[config.mk]
export PLATFORM = sky130hd
export DESIGN_NAME = msmg_queue
export DESIGN_NICKNAME = d
export VERILOG_FILES = /design/src/rtl/msmg_pkg.sv /design/src/rtl/msmg_queue.sv
export SDC_FILE = /design/constraint.sdc
export NUM_CORES = 1
export LEC_CHECK = 0
export ABC_AREA = 0
export ABC_CLOCK_PERIOD_IN_PS = 10050
export BUFFER_PORTS_ARGS = -buffer_cell sky130_fd_sc_hd__buf_4
export CORE_ASPECT_RATIO = 1.2
export CORE_MARGIN = 1
export CORE_UTILIZATION = 55
export CTS_CLUSTER_DIAMETER = 200
export DETAILED_ROUTE_END_ITERATION = 7
export HOLD_SLACK_MARGIN = 0.02
export PLACE_DENSITY = 0.77
export SLEW_MARGIN = 25
export SYNTH_ARGS = -nofsm -noshare
export SYNTH_HDL_FRONTEND = slang
export SYNTH_SLANG_ARGS = --single-unit
[constraint.sdc]
create_clock -name i_clk -period 10.05 [get_ports i_clk]
set_input_delay 1.005 -clock i_clk [delete_from_list [all_inputs] [get_ports i_clk]]
set_output_delay 1.005 -clock i_clk [all_outputs]
set_load 0.01 [all_outputs]
[src/rtl/msmg_pkg.sv]
// ----------------------------------------------------------------------------
// msmg_pkg: shared types, constants and the edge function
// Pixel and column types, queue entry layout and the per-band Sobel kernel
// ----------------------------------------------------------------------------
package msmg_pkg;

    localparam int MAX_WIDTH  = 4096;
    localparam int BAND_COUNT = 4;
    localparam int COL_W      = $clog2(MAX_WIDTH);
    localparam int QUEUE_DEPTH = 4;
    localparam int QCNT_W     = $clog2(QUEUE_DEPTH + 1);

    // register indexes
    localparam logic [1:0] REG_WIDTH  = 2'd0;
    localparam logic [1:0] REG_HEIGHT = 2'd1;

    typedef logic [BAND_COUNT*8-1:0] t_px;
    // column of three pixels: [0] top, [1] middle, [2] bottom
    typedef t_px [2:0] t_col;

    typedef struct packed {
        t_col              left;
        t_col              mid;
        t_col              right;
        logic [15:0]       row;
        logic [COL_W-1:0]  col;
        logic              last_col;
        logic              last_row;
    } t_entry;

    typedef enum logic [1:0] {
        PH_MAIN,
        PH_EDGE,
        PH_LAST,
        PH_CORNER
    } t_phase;

    // max over bands of (|gx|+|gy|)/2 rounded half to even, clamped to 255
    function automatic logic [7:0] edge_value(input t_col l, input t_col m, input t_col r);
        logic [10:0] best;
        logic signed [12:0] gx;
        logic signed [12:0] gy;
        logic [11:0] s;
        logic [10:0] q;
        logic signed [12:0] l0, l1, l2, m0, m2, r0, r1, r2;
        best = '0;
        for (int b = 0; b < BAND_COUNT; b++) begin
            l0 = 13'(l[0][b*8 +: 8]);
            l1 = 13'(l[1][b*8 +: 8]);
            l2 = 13'(l[2][b*8 +: 8]);
            m0 = 13'(m[0][b*8 +: 8]);
            m2 = 13'(m[2][b*8 +: 8]);
            r0 = 13'(r[0][b*8 +: 8]);
            r1 = 13'(r[1][b*8 +: 8]);
            r2 = 13'(r[2][b*8 +: 8]);
            gx = (r0 + (r1 <<< 1) + r2) - (l0 + (l1 <<< 1) + l2);
            gy = (l2 + (m2 <<< 1) + r2) - (l0 + (m0 <<< 1) + r0);
            s = 12'(gx < 0 ? -gx : gx) + 12'(gy < 0 ? -gy : gy);
            q = s[11:1] + 11'(s[0] & s[1]);
            if (q > best) begin
                best = q;
            end
        end
        return (best > 11'd255) ? 8'd255 : best[7:0];
    endfunction

endpackage

[src/rtl/msmg_queue.sv]
// ----------------------------------------------------------------------------
// msmg_queue: window queue between front and back
// Small fifo of window entries with an occupancy count
// ----------------------------------------------------------------------------
module msmg_queue (
    input  logic                      i_clk,
    input  logic                      i_rst_n,
    input  logic                      i_push,
    input  msmg_pkg::t_entry          i_entry,
    input  logic                      i_pop,
    output logic                      o_valid,
    output msmg_pkg::t_entry          o_entry,
    output logic [msmg_pkg::QCNT_W-1:0] o_count
);
    import msmg_pkg::*;

    localparam int PTR_W = $clog2(QUEUE_DEPTH);

    t_entry             r_buf [QUEUE_DEPTH];
    logic [PTR_W-1:0]   r_head, r_tail;
    logic [QCNT_W-1:0]  r_count;

    // storage
    always_ff @(posedge i_clk) begin
        if (i_push) begin
            r_buf[r_tail] <= i_entry;
        end
    end

    // pointers and count
    always_ff @(posedge i_clk) begin
        if (!i_rst_n) begin
            r_head  <= '0;
            r_tail  <= '0;
            r_count <= '0;
        end else begin
            if (i_push) begin
                r_tail <= r_tail + PTR_W'(1);
            end
            if (i_pop) begin
                r_head <= r_head + PTR_W'(1);
            end
            r_count <= r_count + QCNT_W'(i_push) - QCNT_W'(i_pop);
        end
    end

    assign o_valid = (r_count != '0);
    assign o_entry = r_buf[r_head];
    assign o_count = r_count;

endmodule

[Word level (Yosys, flattened, before mapping)]
Memories as Yosys holds them, arrays and structs flattened. A register that Yosys moved wholly into a read port is not among the register bits.
Cells that the tools add are included.
Word-level totals
  bits in registers: 7
  memory bits (writable): 1272
  input port bits: 322
  word-level logic and storage cells: 13
  memories: 1
Memory list
  r_buf: depth 4, bits a word 318, read ports 1, clocked after Yosys merged registers in 1, write ports 1, RTL line msmg_queue.sv:19  | t_entry r_buf [QUEUE_DEPTH];
Operators by class
  add/subtract/negate cells: 4
  multiplexer cells: 4
  reductions and logical operators: 1
Operators by type and width (count)
  $add 2x1->2 const B: 2
  $mux 2: 2
  $add 3x1->3: 1
  $reduce_bool 3->1: 1
  $sub 3x1->3: 1
  $mux 1: 2

[Logic depth before layout (Yosys ltp)]
  depth after elaboration: 3
  gate-level depth with buffers: 7
  gate-level depth less buffers: 7

[Worst setup path after synthesis]
Ideal clock, no wire load.
  path type: in2reg
  start point: input port i_push
  end point: memory r_buf[0][0] in the netlist's numbering, enable pin
  arrival time: 8.173 ns
  slack: 1.158 ns
  cell stages on the path: 1
  path buffers: 0
  cell sequence: and2_1
Between the ends
  word-level cells in the longest chain between the ends: 2
Ends and longest elaborated chain
  start, declared: RTL line msmg_queue.sv:8  | input logic i_push,
  $mux 1: RTL line msmg_queue.sv:25  | if (i_push) begin
  $mux 1 (not written as such): RTL line msmg_queue.sv:26  | r_buf[r_tail] <= i_entry;
  end, declared: RTL line msmg_queue.sv:19
Every way passes these cells.

==> results.ini <==
[min_path]
hold_depth = 1
hold_end = r_buf[0][238]
hold_path_class = in2reg
min_from = i_entry[238]

[floorplan]
die_w_um = 267
die_area_um2 = 85200
num_rows = 116
die-height_um = 320
initial_core_util = 0.555
fp.coreArea_um2 = 83300
pin_count = 644

[route]
dr_wl_met3_um = 8880
drt_iter0_markers = 1560
dr_wl_met2_um = 50900
drc_errors = 0
ant_nets = 0
dr_total_vias = 20900
drt_wl_total_um = 97300
highest_layer = met5
routed_via_density = 5.75
first_pass_iters = 7
m1WireLength_um = 33300
routedWlPerCell_um = 26.7

[final_layout]
syn2layout_area_growth_pct = 21.5
multiInputGateArea_um2 = 7400
drive_gt1_frac = 0.464
fillers = 5077
final_util = 0.674
fin_area_um2 = 56100
regArea_um2 = 38400
nets = 2740

[logic_synthesis]
synth_most_common_cell = edfxtp_1
syn_area_um2 = 46200
netlist_instances = 1703
synth_common_cells = edfxtp_1, mux4_2, buf_4
syn_nets = 2032
synth_seq_cells = 1281
synth_warnings = 0
synth_ff_type = edfxtp_1
yosys.cell_types.count = 20
synth_top_cell_by_area = edfxtp_1
yosys-top-cells-area = edfxtp_1, mux4_2, buf_4, dfxtp_1, buf_2
ys_seq_area_frac = 0.830
synth_enable_flop_cells = 1272
yosys.area.top_type_share = 0.826
avgSynthCellArea_um2 = 27.1
async_reset_ff_frac = 0

[clock_tree]
cts_tree = done
clockRootBuffer = clkbuf_16
cts.sink_count = 1281
cts_max_level = 3
cts.clk_slew.worst_paths_ps = 60
post_cts_buffers = 0
numCtsBuffers = 116
clkLatencyLatePin_ps = 680
clockBufferDepth = 3
cts.repair.resized = 0
cts_hold_buf = 0

[power_and_ir_drop]
leakage_nw = 18.7
p_per_area_nw_per_um2 = 209
vdd_ir_drop_max_uv = 217

[placed_design]
gp_congestion = 0.855
dpl.hpwl_um = 58800
dp_slack_ps = 5760
placed_area_um2 = 52300
numPortBuffers = 643

[critical_path]
cpPeakStageDelay_ps = 820
r2r_setup_slack_ps = 7400
path_cells = buf_12, buf_4, mux4_2, buf_4
cp_data_required_time_ps = 9050
slowest_stage = buf_4
startpoint_type = register
worstPathMaxFanout = 114
critPathCaptureType = output pin
rr_worst_depth = 4
critical_path_class = reg2out
worstReg2RegStart = r_tail[0]
worstPathArrival_ps = 3860
crit_top_cell = buf_4
r2r_end = r_buf[0][100]

[sta]
worst_slack_ps = 5180
worst_hold_slack_ps = 525
setup_violations = 0
min_period_over_period = 0.485
skew_ps = 16.7
fmax_mhz = 205
rsz0062_at_grt = no
slew_headroom = 0.240
min_period_ps = 4870
hold_viol = 0
tightestPinTransition_ps = 1140
finalMaxSlewViolations = 0
fin_tns_setup_ps = 0

[global_routing]
antenna_found_initial = 20
grt_use_total = 0.227
gr-total-overflow = 0
grt_pass1_vias = 22300
grt_pass1_wl_um = 140000
grt_start_max_net_pins = 160

[run_status]
run_status = completed

[job]
cap_viol_max_count = 0

per-stage QoR:
step           power [mW]  instances
6_report             11.7       3640
4_1_cts              11.8       3623
3_3_place_gp         7.54       3411
2_1_floorplan        7.01       1703
3_5_place_dp         7.58       3411
5_1_grt              12.1       3639
cells by family (layout without fill, tap and decap cells):
kind of cell / count (synthesis) / in the layout / synth area share
other cells: 0 / 14 / 0
mux: 319 / 319 / 0.155
simple gates: 13 / 13 / 0.00152
buf+inv: 78 / 880 / 0.00975
compound gates: 2 / 2 / 0.000325
fa+ha+maj: 7 / 7 / 0.00206
flops: 1281 / 1281 / 0.830
xor+xnor: 3 / 3 / 0.000893
placed cells by master (no fill, tap or decap):
master,count
inv_16,1
clkinv_2,30
and2_1,2
mux4_2,318
clkbuf_8,1
xor3_1,1
nand3b_1,1
xnor2_1,2
a21oi_1,1
a21bo_2,1
dfxtp_4,2
nor2_1,5
buf_12,11
diode_2,14
clkinvlp_4,11
dfxtp_1,7
bufinv_16,11
ha_1,6
buf_4,647
or3_1,1
buf_16,3
fa_1,1
clkinv_1,22
and2_4,4
clkbuf_1,14
mux2i_1,1
edfxtp_1,1272
inv_6,2
clkinv_8,3
clkbuf_16,117
inv_1,7
flip-flops by register name, indices dropped and copies added (netlist names), named ones only:
signal and count:
r_tail 2, r_head 2, o_count 3, r_buf 1272
worst max path at each step:
stage / startpoint / end / slack [ps] / cells past startpoint
detailed placement: register / o_entry[177] / 5760 / 4
finish: register / o_entry[177] / 5180 / 4
global placement: register / o_entry[171] / 5790 / 4
floorplan: i_push / r_buf[0][0] / 1160 / 1
CTS: register / o_entry[177] / 5010 / 4
global route: register / o_entry[184] / 4820 / 4
layout make-up:
| class | count | share of cell area |
|---|---|---|
| Clock buffer | 132 | 0.0533 |
| Multi-Input combinational cell | 344 | 0.132 |
| Inverter | 7 | 0.000468 |
| Timing Repair Buffer | 661 | 0.0919 |
| Tap cell | 1121 | 0.0250 |
| Antenna cell | 14 | 0.000624 |
| Sequential cell | 1281 | 0.684 |
| Clock inverter | 80 | 0.0130 |
metal layers:
| metal | up-vias | track usage |
|---|---|---|
| met5 | - | 0 |
| met4 | 12 | 0.107 |
| met1 | 11000 | 0.260 |
| met3 | 207 | 0.0735 |
| met2 | 891 | 0.386 |
| li1 | 8848 | - |
where the power goes:
part           leakage (nW)  switching [mW]  internal, mW
Clock                  1.81            1.86          2.42
Combinational          5.12           0.625         0.616
Sequential             11.8          0.0720          6.15
Total                  18.7            2.55          9.19
critical path, delay by kind of cell, from the launching register on:
family                 cells  cell delay [ps]
buffers and inverters      3             1610
flip-flops                 1              660
multiplexers               1              630
No activity file was read; power rests on OpenSTA's default activity.
