### src/rtl/msmg_pkg.sv
// ----------------------------------------------------------------------------
// msmg_pkg: shared types, constants and the edge function
// Pixel and column types, queue entry layout and the per-band Sobel kernel
// ----------------------------------------------------------------------------
package msmg_pkg;

    localparam int MAX_WIDTH  = 4096;
    localparam int BAND_COUNT = 4;
    localparam int COL_W      = $clog2(MAX_WIDTH);
    localparam int QUEUE_DEPTH = 4;
    localparam int QCNT_W     = $clog2(QUEUE_DEPTH + 1);

    // register indexes
    localparam logic [1:0] REG_WIDTH  = 2'd0;
    localparam logic [1:0] REG_HEIGHT = 2'd1;

    typedef logic [BAND_COUNT*8-1:0] t_px;
    // column of three pixels: [0] top, [1] middle, [2] bottom
    typedef t_px [2:0] t_col;

    typedef struct packed {
        t_col              left;
        t_col              mid;
        t_col              right;
        logic [15:0]       row;
        logic [COL_W-1:0]  col;
        logic              last_col;
        logic              last_row;
    } t_entry;

    typedef enum logic [1:0] {
        PH_MAIN,
        PH_EDGE,
        PH_LAST,
        PH_CORNER
    } t_phase;

    // max over bands of (|gx|+|gy|)/2 rounded half to even, clamped to 255
    function automatic logic [7:0] edge_value(input t_col l, input t_col m, input t_col r);
        logic [10:0] best;
        logic signed [12:0] gx;
        logic signed [12:0] gy;
        logic [11:0] s;
        logic [10:0] q;
        logic signed [12:0] l0, l1, l2, m0, m2, r0, r1, r2;
        best = '0;
        for (int b = 0; b < BAND_COUNT; b++) begin
            l0 = 13'(l[0][b*8 +: 8]);
            l1 = 13'(l[1][b*8 +: 8]);
            l2 = 13'(l[2][b*8 +: 8]);
            m0 = 13'(m[0][b*8 +: 8]);
            m2 = 13'(m[2][b*8 +: 8]);
            r0 = 13'(r[0][b*8 +: 8]);
            r1 = 13'(r[1][b*8 +: 8]);
            r2 = 13'(r[2][b*8 +: 8]);
            gx = (r0 + (r1 <<< 1) + r2) - (l0 + (l1 <<< 1) + l2);
            gy = (l2 + (m2 <<< 1) + r2) - (l0 + (m0 <<< 1) + r0);
            s = 12'(gx < 0 ? -gx : gx) + 12'(gy < 0 ? -gy : gy);
            q = s[11:1] + 11'(s[0] & s[1]);
            if (q > best) begin
                best = q;
            end
        end
        return (best > 11'd255) ? 8'd255 : best[7:0];
    endfunction

endpackage

### src/rtl/msmg_back.sv
// ----------------------------------------------------------------------------
// msmg_back: edge evaluation and result sequencing
// Emits up to four results per window entry through an output register
// ----------------------------------------------------------------------------
module msmg_back (
    input  logic                   i_clk,
    input  logic                   i_rst_n,
    input  logic                   i_valid,
    input  msmg_pkg::t_entry       i_entry,
    output logic                   o_pop,
    output logic                   o_valid,
    input  logic                   i_stall,
    output logic [7:0]             o_edge_strength,
    output logic [15:0]            o_out_row,
    output logic [11:0]            o_out_col,
    output logic                   o_run_last,
    output logic                   o_frame_end
);
    import msmg_pkg::*;

    t_phase r_phase, n_phase;
    logic   load, done;
    t_col   sl, sm, sr, tl, tm, tr;
    logic   r_valid;
    logic [7:0]  r_edge;
    logic [15:0] r_row;
    logic [11:0] r_col;
    logic        r_last, r_fend;
    logic [15:0] res_row;
    logic [11:0] res_col;
    logic        odd, low;

    assign load = i_valid && (!r_valid || !i_stall);

    // next phase
    always_comb begin
        n_phase = r_phase;
        done    = 1'b0;
        unique case (r_phase)
            PH_MAIN: begin
                if (i_entry.last_col) n_phase = PH_EDGE;
                else if (i_entry.last_row) n_phase = PH_LAST;
                else done = 1'b1;
            end
            PH_EDGE: begin
                if (i_entry.last_row) n_phase = PH_LAST;
                else done = 1'b1;
            end
            PH_LAST: begin
                if (i_entry.last_col) n_phase = PH_CORNER;
                else done = 1'b1;
            end
            PH_CORNER: done = 1'b1;
            default: done = 1'b1;
        endcase
        if (done) begin
            n_phase = PH_MAIN;
        end
    end

    // window selection per phase
    always_comb begin
        odd = (r_phase == PH_EDGE) || (r_phase == PH_CORNER);
        low = (r_phase == PH_LAST) || (r_phase == PH_CORNER);
        sl  = odd ? i_entry.mid   : i_entry.left;
        sm  = odd ? i_entry.right : i_entry.mid;
        sr  = odd ? i_entry.mid   : i_entry.right;
        // last row mirrors the previous row on both sides
        tl  = low ? {sl[1], sl[2], sl[1]} : sl;
        tm  = low ? {sm[1], sm[2], sm[1]} : sm;
        tr  = low ? {sr[1], sr[2], sr[1]} : sr;
        res_row = low ? i_entry.row : i_entry.row - 16'd1;
        res_col = odd ? 12'(i_entry.col) : 12'(i_entry.col - COL_W'(1));
    end

    always_ff @(posedge i_clk) begin
        if (!i_rst_n) begin
            r_phase <= PH_MAIN;
            r_valid <= 1'b0;
        end else begin
            if (load) begin
                r_phase <= n_phase;
                r_valid <= 1'b1;
            end else if (!i_stall) begin
                r_valid <= 1'b0;
            end
        end
        if (load) begin
            r_edge <= edge_value(tl, tm, tr);
            r_row  <= res_row;
            r_col  <= res_col;
            r_last <= done;
            r_fend <= (r_phase == PH_CORNER);
        end
    end

    assign o_pop           = load && done;
    assign o_valid         = r_valid;
    assign o_edge_strength = r_edge;
    assign o_out_row       = r_row;
    assign o_out_col       = r_col;
    assign o_run_last      = r_last;
    assign o_frame_end     = r_fend;

endmodule

### config.mk
export PLATFORM = sky130hd
export DESIGN_NAME = msmg_back
export DESIGN_NICKNAME = d
export VERILOG_FILES = /design/src/rtl/msmg_pkg.sv /design/src/rtl/msmg_back.sv
export SDC_FILE = /design/constraint.sdc
export NUM_CORES = 1
export LEC_CHECK = 0
export BUFFER_PORTS_ARGS = -buffer_cell sky130_fd_sc_hd__buf_2
export CAP_MARGIN = 5
export CELL_PAD_IN_SITES_DETAIL_PLACEMENT = 0
export CELL_PAD_IN_SITES_GLOBAL_PLACEMENT = 1
export CORE_MARGIN = 5
export CORE_UTILIZATION = 47
export DETAILED_ROUTE_END_ITERATION = 8
export GPL_TIMING_DRIVEN = 0
export PLACE_DENSITY_LB_ADDON = 0.12
export SETUP_SLACK_MARGIN = 0.2
export SLEW_MARGIN = 25
export SYNTH_ARGS = -nofsm -noshare
export SYNTH_HDL_FRONTEND = slang
export SYNTH_SLANG_ARGS = --single-unit
export TNS_END_PERCENT = 1
### constraint.sdc
create_clock -name i_clk -period 32.4 [get_ports i_clk]
set_clock_uncertainty 0.2 [all_clocks]
set_input_delay 4.86 -clock i_clk [delete_from_list [all_inputs] [get_ports i_clk]]
set_output_delay 4.86 -clock i_clk [all_outputs]
set_load 0.03 [all_outputs]
# After elaboration in Yosys (flattened, before gate mapping)
# Index checks and enable logic that the tools add are counted.
# W data, S select, Z words.
totals:
  word_cells: 132
  out_inout_bits: 40
  ff_bits: 41
classes:
  magnitude_cmp: 13
  n_eq_ne: 5
  bitwise_logic: 4
  add_sub_neg: 58
  muxes: 35
  n_reduce_logical: 10
op_table:
  columns: ["cell", "count"]
  rows:
  - ["$mux W96", 6]
  - ["$add A10 B8 Y11", 16]
  - ["$add A8 B9 Y10", 16]
  - ["$mux W12", 9]
  - ["$lt A12 B1 Y1 const B", 8]
  - ["$neg A12 Y12", 8]
  - ["$sub A11 B11 Y12", 8]
  - ["$mux W11", 8]
  - ["$add A12 B12 Y12", 4]
  - ["$add A11 B1 Y11", 4]
  - ["$gt A11 B11 Y1", 3]
  - ["$mux W16", 1]
  - ["$sub A16 B1 Y16 const B", 1]
  - ["$sub A12 B1 Y12 const B", 1]
  - ["$gt A11 B1 Y1 const B", 1]
  - ["$gt A11 B8 Y1 const B", 1]
  - ["$mux W2", 4]
  - ["$pmux W2 S3", 1]
  - ["$mux W1", 5]
  - ["$and A1 B1 Y1", 4]
  - ["$eq A2 B2 Y1 const B", 2]
  - ["$pmux W1 S4", 1]
  - ["$reduce_bool A4 Y1", 1]
  - ["$logic_or A1 B1 Y1", 3]
  - ["other kinds (7)", 9]

# Depth between registers and ports, before layout
logic_depth:
  ltp_word: 25
  mapped_depth: 65

# Worst setup path after synthesis
# No wires, ideal clock.
synth_timing:
  kind: "input port to flip-flop"
  from: "input i_entry[166] (netlist name)"
  to: "register r_edge[1], in the netlist o_edge_strength[1] (data pin)"
  path_stages: 55
  path_buffers: 3
  arrival_ps: 17018
  required_time_ps: 31915
  setup_ps: 285
  slack_ps: 14897
  cell_sequence: "and2_1 > a21oi_1 > and2_1 > a21oi_1 > fa_1 > inv_1 > fa_1 > fa_1 > inv_1 > ha_1 > inv_1 > fa_1 > nor2b_1 > o21ai_0 > a21boi_0 > o21ai_0 > a21boi_0 > o21ai_0 > (+19 left out) > a21o_1 > a21o_1 > a21oi_1 > nor2_1 > or2_2 > clkbuf_1 > clkbuf_1 > o21a_1 > ha_1 > a211o_1 > a21oi_1 > o211ai_1 > a221oi_1 > nor2_1 > clkinv_1 > nand4_1 > o211ai_1 > o2111ai_1"
synth_via:
  elab_chain_cells: 20
  elab_cells_between_ends: 35
synth_lines:
  columns: ["item", "line", "rtl"]
  rows:
  - ["start, declared", "msmg_back.sv:9", "input msmg_pkg::t_entry i_entry,"]
  - ["$mux W96, on equally long branches", "msmg_back.sv:67, msmg_back.sv:65, msmg_back.sv:66", null]
  - ["$mux W96, on equally long branches", "msmg_back.sv:71, msmg_back.sv:69, msmg_back.sv:70", null]
  - ["$add A8 B9 Y10, on equally long branches", "msmg_pkg.sv:56, msmg_pkg.sv:57", null]
  - ["$add A10 B8 Y11, on equally long branches", "msmg_pkg.sv:56, msmg_pkg.sv:57", null]
  - ["$sub A11 B11 Y12, on equally long branches", "msmg_pkg.sv:56, msmg_pkg.sv:57", null]
  - ["$neg A12 Y12 or $lt A12 B1 Y1 (tied branches)", "msmg_pkg.sv:58", "s = 12'(gx < 0 ? -gx : gx) + 12'(gy < 0 ? -gy : gy);"]
  - ["$mux W12", "msmg_pkg.sv:58", null]
  - ["$add A12 B12 Y12 *", "msmg_pkg.sv:58", null]
  - ["(+4 left out)", null, null]
  - ["$mux W11 *", "msmg_back.sv:88", "if (load) begin"]
  - ["$gt A11 B11 Y1", "msmg_pkg.sv:60", "if (q > best) begin"]
  - ["$mux W11 *", "msmg_pkg.sv:60", null]
  - ["$mux W11 *", "msmg_back.sv:88", null]
  - ["$gt A11 B11 Y1", "msmg_pkg.sv:60", null]
  - ["$mux W11 *", "msmg_pkg.sv:60", null]
  - ["$mux W11 *", "msmg_back.sv:88", null]
  - ["$gt A11 B8 Y1", "msmg_pkg.sv:64", "return (best > 11'd255) ? 8'd255 : best[7:0];"]
  - ["end signal, assigned", "msmg_back.sv:89", "r_edge <= edge_value(tl, tm, tr);"]
  - ["end, declared", "msmg_back.sv:25", "logic [7:0] r_edge;"]
# Every way passes the cells marked *; elsewhere a longest branch is shown, timed or not. The select of a mux whose other input is x is not followed.
# A chain may end at the register's enable or synchronous reset.

# Worst setup path in the final report
layout_timing:
  from: "input i_entry[166] (netlist name)"
  to: "register r_edge[7], in the netlist o_edge_strength[7] (data pin)"
# The elaborated chain is that of the path after synthesis.

==> metrics.txt <==
outcome=finished, final reports clean; routability cong.=0.9985; most numerous cell in the Yosys netlist=inv_1; syn nets=3682; DRT Wirelength=95.65 mm; worst rel slew slack=0.2054; # Max-Cap Violations=0; Critical Path AT=just under 20000 ps; Max Fclk=50.03 MHz; vias per cell=5.993; dpl hpwl=79.17 mm; CP most frequent cell=o21ai_0; met3 WL=8.893 mm; first-pass GRT wire length=142.8 mm; Post-CTS Setup Bufs=0; Initial Util=0.4766; Tcrit/Tclk final=0.6169; Setup TNS=0 ps; fillcell total=4615; CP endpoint kind=flop; P&R area growth vs syn=12.70%; Yosys Warn Count=0; CTS tree=built; slowest stage delay, CP=840 ps; area leader, netlist=fa_1; CTS resizes=0; Setup Crit Path Kind=primary input to flop; Finish-stage setup viols=0; number of distinct library cells after synthesis=81; share of cells above drive strength 1=0.1448; number of port buffers=361; area fraction of the dominant cell type after synthesis=0.2264; io pins=362; Reg clk slew, reported paths=70 ps; sequential element share of the synthesized area=0.05391; M1 WL=39.22 mm; setup repair after global routing missed its margin=false; initial antenna violation count=15; die area=0.05186 mm²; wire length per cell=roughly 25 µm; clock sink count=41; Crit Path Max Fanout=10; Initial DRT Pass Iterations=9; clk buf depth=2; top_reg_cell synth=edfxtp_1; flop and latch count out of synthesis=between 40 and 50; Core ar.=0.04675 mm²; Die Span Y=roughly 230 µm; row count=between 70 and 80; synth top area cells=fa_1, ha_1, inv_1, a21oi_1, edfxtp_1; FFs w/ async S/R, synth=0; Mean Syn Cell Area=7.638 µm²; Post-Syn Instances=roughly 2.9k; Final #Nets=4052; vias post-DR=23.39k; mapped cell area=0.02228 mm²; critical path's slowest cell=nor3_1; Post-CTS Hold Fix Bufs=0; worst skew pair latency=between 300 and 400 ps; clock root cell=clkbuf_16; min cycle time layout=19990 ps; Max Slew Vio Count=0; CP startpoint kind=primary input; Least-Margin Pin Slew=around 1200 ps; gr usage total=0.3568; Detail Route Antenna Nets=0; Hold Crit Class=flop to flop; largest net degree at the start of global routing=20; grt total ovfl=0; DRC violations left=0; H-tree levels=2; die width=227.7 µm; Max Used Layer=met5; Worst EP required=32210 ps; met2 wire length=42.51 mm; Post-synth top cells=inv_1, nand2_1, fa_1, a21oi_1, o21ai_0; total CTS buffers=5; final hold vios=0; Post-synth EDFFs=38; DRC marker count from the first detailed-route iteration=2078; vias in the first global route=23.52k
[flip-flops by register name, indices dropped and copies added, names as in the netlist]
signal           count
o_out_col           12
o_valid              1
r_phase              2
o_edge_strength      8
o_out_row           16
o_frame_end          1
o_run_last           1
[cell families (layout without fill, tap and decap cells)]
group,count (synthesis),in the layout,share of synthesized area
adder cells (fa/ha/maj),443,443,0.3337
AO/OA/AOI/OAI,698,698,0.1930
multiplexers,133,133,0.06244
flip-flops,41,41,0.05391
AND/OR/NAND/NOR,853,853,0.1894
XOR/XNOR,183,183,0.07193
buffers and inverters,566,937,0.09563
other,0,8,0
[stage by stage]
step	instance area, µm²	worst slack [ps]	util	cells	hold WS [ps]
floorplan	22280	14900	-	2917	285.8
global placement	24850	12520	0.5315	3885	300.2
detailed placement	24940	12420	0.5334	3887	331.1
CTS	25090	12700	0.5366	3895	340.9
global route	25110	11230	0.5370	3901	382.9
finish	25110	12410	0.5371	3903	344.4
[worst paths after layout]
kind / cells after the start / end / startpoint / slack (ps)
max: 54 / o_edge_strength[7] / i_entry[166] / 12410
min: 2 / r_phase[1] / r_phase[1] / 340
max reg2reg: 52 / o_edge_strength[7] / r_phase[0] / 13960
min reg2reg: 2 / r_phase[1] / r_phase[1] / 340
[cells in the final DEF, fill, tap and decap left out, drive strengths merged, types with 15 or more instances in the layout]
cell	Yosys	final
inv	462	464
buf	20	383
nand2	283	283
fa	252	252
a21oi	233	233
o21ai	199	199
ha	191	191
nor2	143	143
xnor2	118	118
and2	102	102
mux2i	88	88
clkbuf	83	88
nor3	71	71
a21o	70	70
xor2	65	65
nand3	58	58
nand2b	53	53
mux2	45	45
edfxtp	38	38
a21boi	22	22
nor2b	19	19
nor4	19	19
a211oi	18	18
and3	18	18
o21bai	17	17
o21a	17	17
o211ai	17	17
nand4	15	15
a31oi	15	15
[critical path, delay by kind of cell]
kind,cells,cell delay (ps)
adder cells (fa/ha/maj),9,3500
buffers and inverters,8,1660
AO/OA/AOI/OAI,21,5760
XOR/XNOR,1,160
multiplexers,1,320
AND/OR/NAND/NOR,14,3520
[routing by layer]
| metal | up-vias | global-route usage |
|---|---|---|
| li1 | 10570 | - |
| met1 | 11300 | 0.4731 |
| met2 | 1266 | 0.5745 |
| met3 | 246 | 0.06671 |
| met4 | 8 | 0.1522 |
| met5 | - | 0 |
[cell type report]
cell class	count	area, µm²	share of cell area
clock buffers	5	125.1	0.004983
plain buffers	103	419.2	0.01669
inverters	463	1738	0.06921
flip-flops and latches	41	1201	0.04783
well taps	607	759.5	0.03025
diodes	8	20.02	0.0007973
clock inverters	3	25.02	0.0009966
repair buffers	363	1862	0.07414
multi-input cells	2310	18960	0.7551
Power is left out: the tool's default activity adds up to more than one toggle a clock period on the data nets, which glitch-free logic cannot reach.
